`config.mk`:
```
export PLATFORM = sky130hd
export DESIGN_NAME = tct_way_sel
export DESIGN_NICKNAME = d
export VERILOG_FILES = /design/src/rtl/tct_pkg.sv /design/src/rtl/tct_way_sel.sv
export SDC_FILE = /design/constraint.sdc
export NUM_CORES = 1
export LEC_CHECK = 0
export BUFFER_PORTS_ARGS = -buffer_cell sky130_fd_sc_hd__buf_2
export CORE_AREA = 3 3 230 232
export DETAILED_ROUTE_END_ITERATION = 12
export DIE_AREA = 0 0 233 235
export PLACE_DENSITY_LB_ADDON = 0.15
export SYNTH_ARGS = -nofsm -noshare
export SYNTH_HDL_FRONTEND = slang
export SYNTH_SLANG_ARGS = --single-unit
```
`constraint.sdc`:
```
create_clock -name vclk -period 26.8
set_input_delay 5.36 -clock vclk [all_inputs]
set_output_delay 5.36 -clock vclk [all_outputs]
set_load 0.05 [all_outputs]
```
`src/rtl/tct_pkg.sv`:
```
`timescale 1ns / 1ps
// ----------------------------------------------------------------------------
// tct_pkg
// Shared types and constants of the two-level write-back cache tag model.
// ----------------------------------------------------------------------------
package tct_pkg;

    localparam int BYTE_ADDR_W   = 48;
    localparam int LINE_SHIFT    = 6;
    localparam int STAMP_W       = 32;
    localparam int MWB_W         = 2;

    localparam int DEF_FIRST_SETS   = 64;
    localparam int DEF_FIRST_WAYS   = 8;
    localparam int DEF_SECOND_SETS  = 512;
    localparam int DEF_SECOND_WAYS  = 8;
    localparam int DEF_ADDRESS_BITS = 48;

    typedef struct packed {
        logic [BYTE_ADDR_W-1:0] byte_address;
        logic                   write_access;
    } t_req;

    typedef struct packed {
        logic             l1_hit;
        logic             l2_hit;
        logic             l2_miss;
        logic             l1_dirty_evict;
        logic [MWB_W-1:0] memory_writebacks;
    } t_rsp;

endpackage

```
`src/rtl/tct_way_sel.sv`:
```
`timescale 1ns / 1ps
// ----------------------------------------------------------------------------
// tct_way_sel
// Tag compare and replacement choice over the ways of one set row.
// ----------------------------------------------------------------------------
module tct_way_sel
    import tct_pkg::*;
#(
    parameter int WAYS  = DEF_FIRST_WAYS,
    parameter int TAG_W = 36,
    parameter int WAY_W = (WAYS > 1) ? $clog2(WAYS) : 1
) (
    input  logic [TAG_W-1:0]              i_tag,
    input  logic [WAYS-1:0][TAG_W-1:0]    i_tags,
    input  logic [WAYS-1:0]               i_vld,
    input  logic [WAYS-1:0][STAMP_W-1:0]  i_stamps,
    output logic                          o_hit,
    output logic [WAY_W-1:0]              o_hit_way,
    output logic [WAY_W-1:0]              o_vic_way
);

    logic               found_inv;
    logic [WAY_W-1:0]   inv_way;
    logic [WAY_W-1:0]   old_way;
    logic [STAMP_W-1:0] old_stamp;

    always_comb begin
        o_hit     = 1'b0;
        o_hit_way = '0;
        for (int w = 0; w < WAYS; w++) begin
            if (!o_hit && i_vld[w] && (i_tags[w] == i_tag)) begin
                o_hit     = 1'b1;
                o_hit_way = WAY_W'(w);
            end
        end
    end

    always_comb begin
        found_inv = 1'b0;
        inv_way   = '0;
        old_way   = '0;
        old_stamp = i_stamps[0];
        for (int w = 0; w < WAYS; w++) begin
            if (!found_inv && !i_vld[w]) begin
                found_inv = 1'b1;
                inv_way   = WAY_W'(w);
            end
            if (i_stamps[w] < old_stamp) begin
                old_stamp = i_stamps[w];
                old_way   = WAY_W'(w);
            end
        end
        o_vic_way = found_inv ? inv_way : old_way;
    end

endmodule

```
==> results.txt <==
CP peak stage delay - 0.57 ns
Final WL - 69.5 mm
Crit-path max FO - 10
Pwr/cell area - 55.7 nW/um^2
Mapped Cells - 1,550
Tmin final - 26.85 ns
Core Box Area - 51,200 um^2
Global-route wire length before repair - 98.8 mm
Largest area contributor in the netlist - ha_1
Sequential Power Share - 0%
Unrepaired setup endpoints after global routing - true
IO Port Bufs - 595
Top post-synthesis cells by area - ha_1 (23%), xnor2_1 (15%), xor2_1 (7.0%), mux2i_1 (5.7%), nand4_1 (5.5%)
Hold WS - 11.21 ns
Clock power share - 0%
Synth cell count leaders - ha_1 (209), xnor2_1 (191), inv_1 (145)
Starting Density - 22.1%
Clock Buffer Count - 0
Initial DRC Count - 742
WS Path Type - primary input to output pin
Width of the die - 233 um
Gpl congestion - 0.932
Syn avg cell area - 7.29 um^2
Antenna violations before repair - 36
WL per Instance - 22.1 um
Sw frac - 46.2%
CP max-delay cell - or4_4
Startpoint Class - primary input
Chip Height - 235 um
Count leader, synth - ha_1
IO Count - 595
Synth cell types - 74
Worst hold-check path type - primary input to output pin
Crit path arrival time - 21.49 ns
Final HPWL DP - 61.8 mm
Internal power - 0.576 mW
Pre-antenna DRT Iters - 5
Layout cells sized above 1 - 48.3%
DRC Markers - 0
Outcome - complete, but fails checks
Final TNS setup - -0.0867 ns
Layout area overhead - 69.9%
Area of the mapped netlist - 11,300 um^2
Fmax - 37.2 MHz
Yosys top cell area share - 23.1%
Final setup vio count - 2
Post-route ant nets - 0
Max_cap viols - 0
Vias in the first global route - 15,564
Hold Violations, Final - 0
Via-to-Cell Ratio - 4.77
Die area - 54,800 um^2
FF+latch area - 0 um^2
Final WS setup - -0.0537 ns
Failing checks - setup timing
Final Non-Filler Cells - 3,146
Final slew viol count - 0
GRT Util Overall - 23.9%
Final core occ - 37.5%
P_leak - 9.68 nW
Final worst-path cycle share - 100%
Max IR drop VDD - 28.7 uV
Yosys warning total - 0
Syn nets - 2,347
Multi-input logic area - 11,600 um^2
Sequential share of the synthesized area - 0%
Worst-Margin Slew - 1.21 ns
Cell repeated most along the worst path - buf_4
Final net count - 3,246
Via count - 15,019
Fill count - 5,485
Critical Path RT - 21.44 ns
Inst Count DP - 3,072
Worst Setup End Kind - output pin
FFs & Latches - 0
Gate power share - 100.0%
Largest net degree at the start of global routing - 31
Psw - 0.495 mW
Slew margin rel. - 18.8%
Row count - 83
Overflow after GRT - 0
## per-stage QoR
stage	power [mW]	area, um^2	worst slack, ns
after global placement	0.891	17500	-0.754
after global routing	1.17	19200	-0.875
after floorplan	0.514	11600	0.0204
after CTS	1.04	18800	-0.0485
after detailed placement	0.904	17500	-1.06
final	1.07	19200	-0.0537
## timing repair
| action | 4_1_cts | 5_1_grt |
|---|---|---|
| gates cloned | 9 | 0 |
| resized for setup | 175 | 63 |
| buffers inserted | 38 | 9 |
| setup endpoints to repair | 3 | 3 |
| endpoints found under the hold margin | 0 | 0 |
| hold buffers | 0 | 0 |
| pin swaps | 44 | 27 |
## logic make-up (layout without fill, tap and decap cells)
kind of cell | count (synthesis) | count (layout) | share of synthesized area (%)
xor gates and xnor gates | 281 | 281 | 21.8
muxes | 99 | 99 | 10.1
AOI/OAI and AO/OA | 338 | 338 | 18.5
and+or+nand+nor | 406 | 408 | 18.8
buffers and inverters | 215 | 1110 | 7.54
other | 0 | 19 | 0
adders and majority gates | 211 | 211 | 23.3
## cells in the final DEF, fill, tap and decap left out, types with 26 or more instances in the layout
cell type	count
a21o_1	44
a21oi_1	73
a21oi_2	45
buf_2	591
buf_4	342
ha_1	183
ha_4	26
inv_1	131
mux2_4	28
mux2i_1	44
nand2_1	57
nand4_1	99
nor2_1	90
nor4_1	33
o21ai_0	40
o21ai_1	29
xnor2_1	191
xor2_1	90
## layout make-up
type	instances	share of cell area, %
well taps	680	4.43
repair buffers	965	31.9
multi-input cells	1337	60.5
diodes	19	0.248
inverters	145	2.86
## per-layer routing
layer	up-vias	routed length, um	part of all wire (%)	GRT usage, %
met2	497	31400	45	38.9
li1	7401	-	-	-
met4	24	1030	1.5	4.78
met3	92	5580	8.0	6.30
met1	7005	31300	45	31.7
met5	-	164	0.24	0
## critical path: cells and delay by family
family	cells	cell delay [ns]
and+or+nand+nor	28	4.01
adders and majority gates	7	1.84
muxes	3	0.92
buffers and inverters	18	2.64
AOI/OAI and AO/OA	39	6.68
## power by group through the flow
stage                 Clock [mW]  Combinational (mW)  Sequential (mW)
detailed placement             0               0.904                0
floorplan                      0               0.514                0
finish              0.0000000956                1.07                0
global route        0.0000000653                1.17                0
global placement               0               0.891                0
CTS                            0                1.04                0
## final timing paths
check | to | start | slack, ns | cells past startpoint
worst max-delay path | o_vic_way[1] | i_stamps[58] | -0.05 | 95
worst min-delay path | o_vic_way[2] | i_vld[0] | 11.21 | 4
Note: power is estimated with default switching activity, not from simulation.
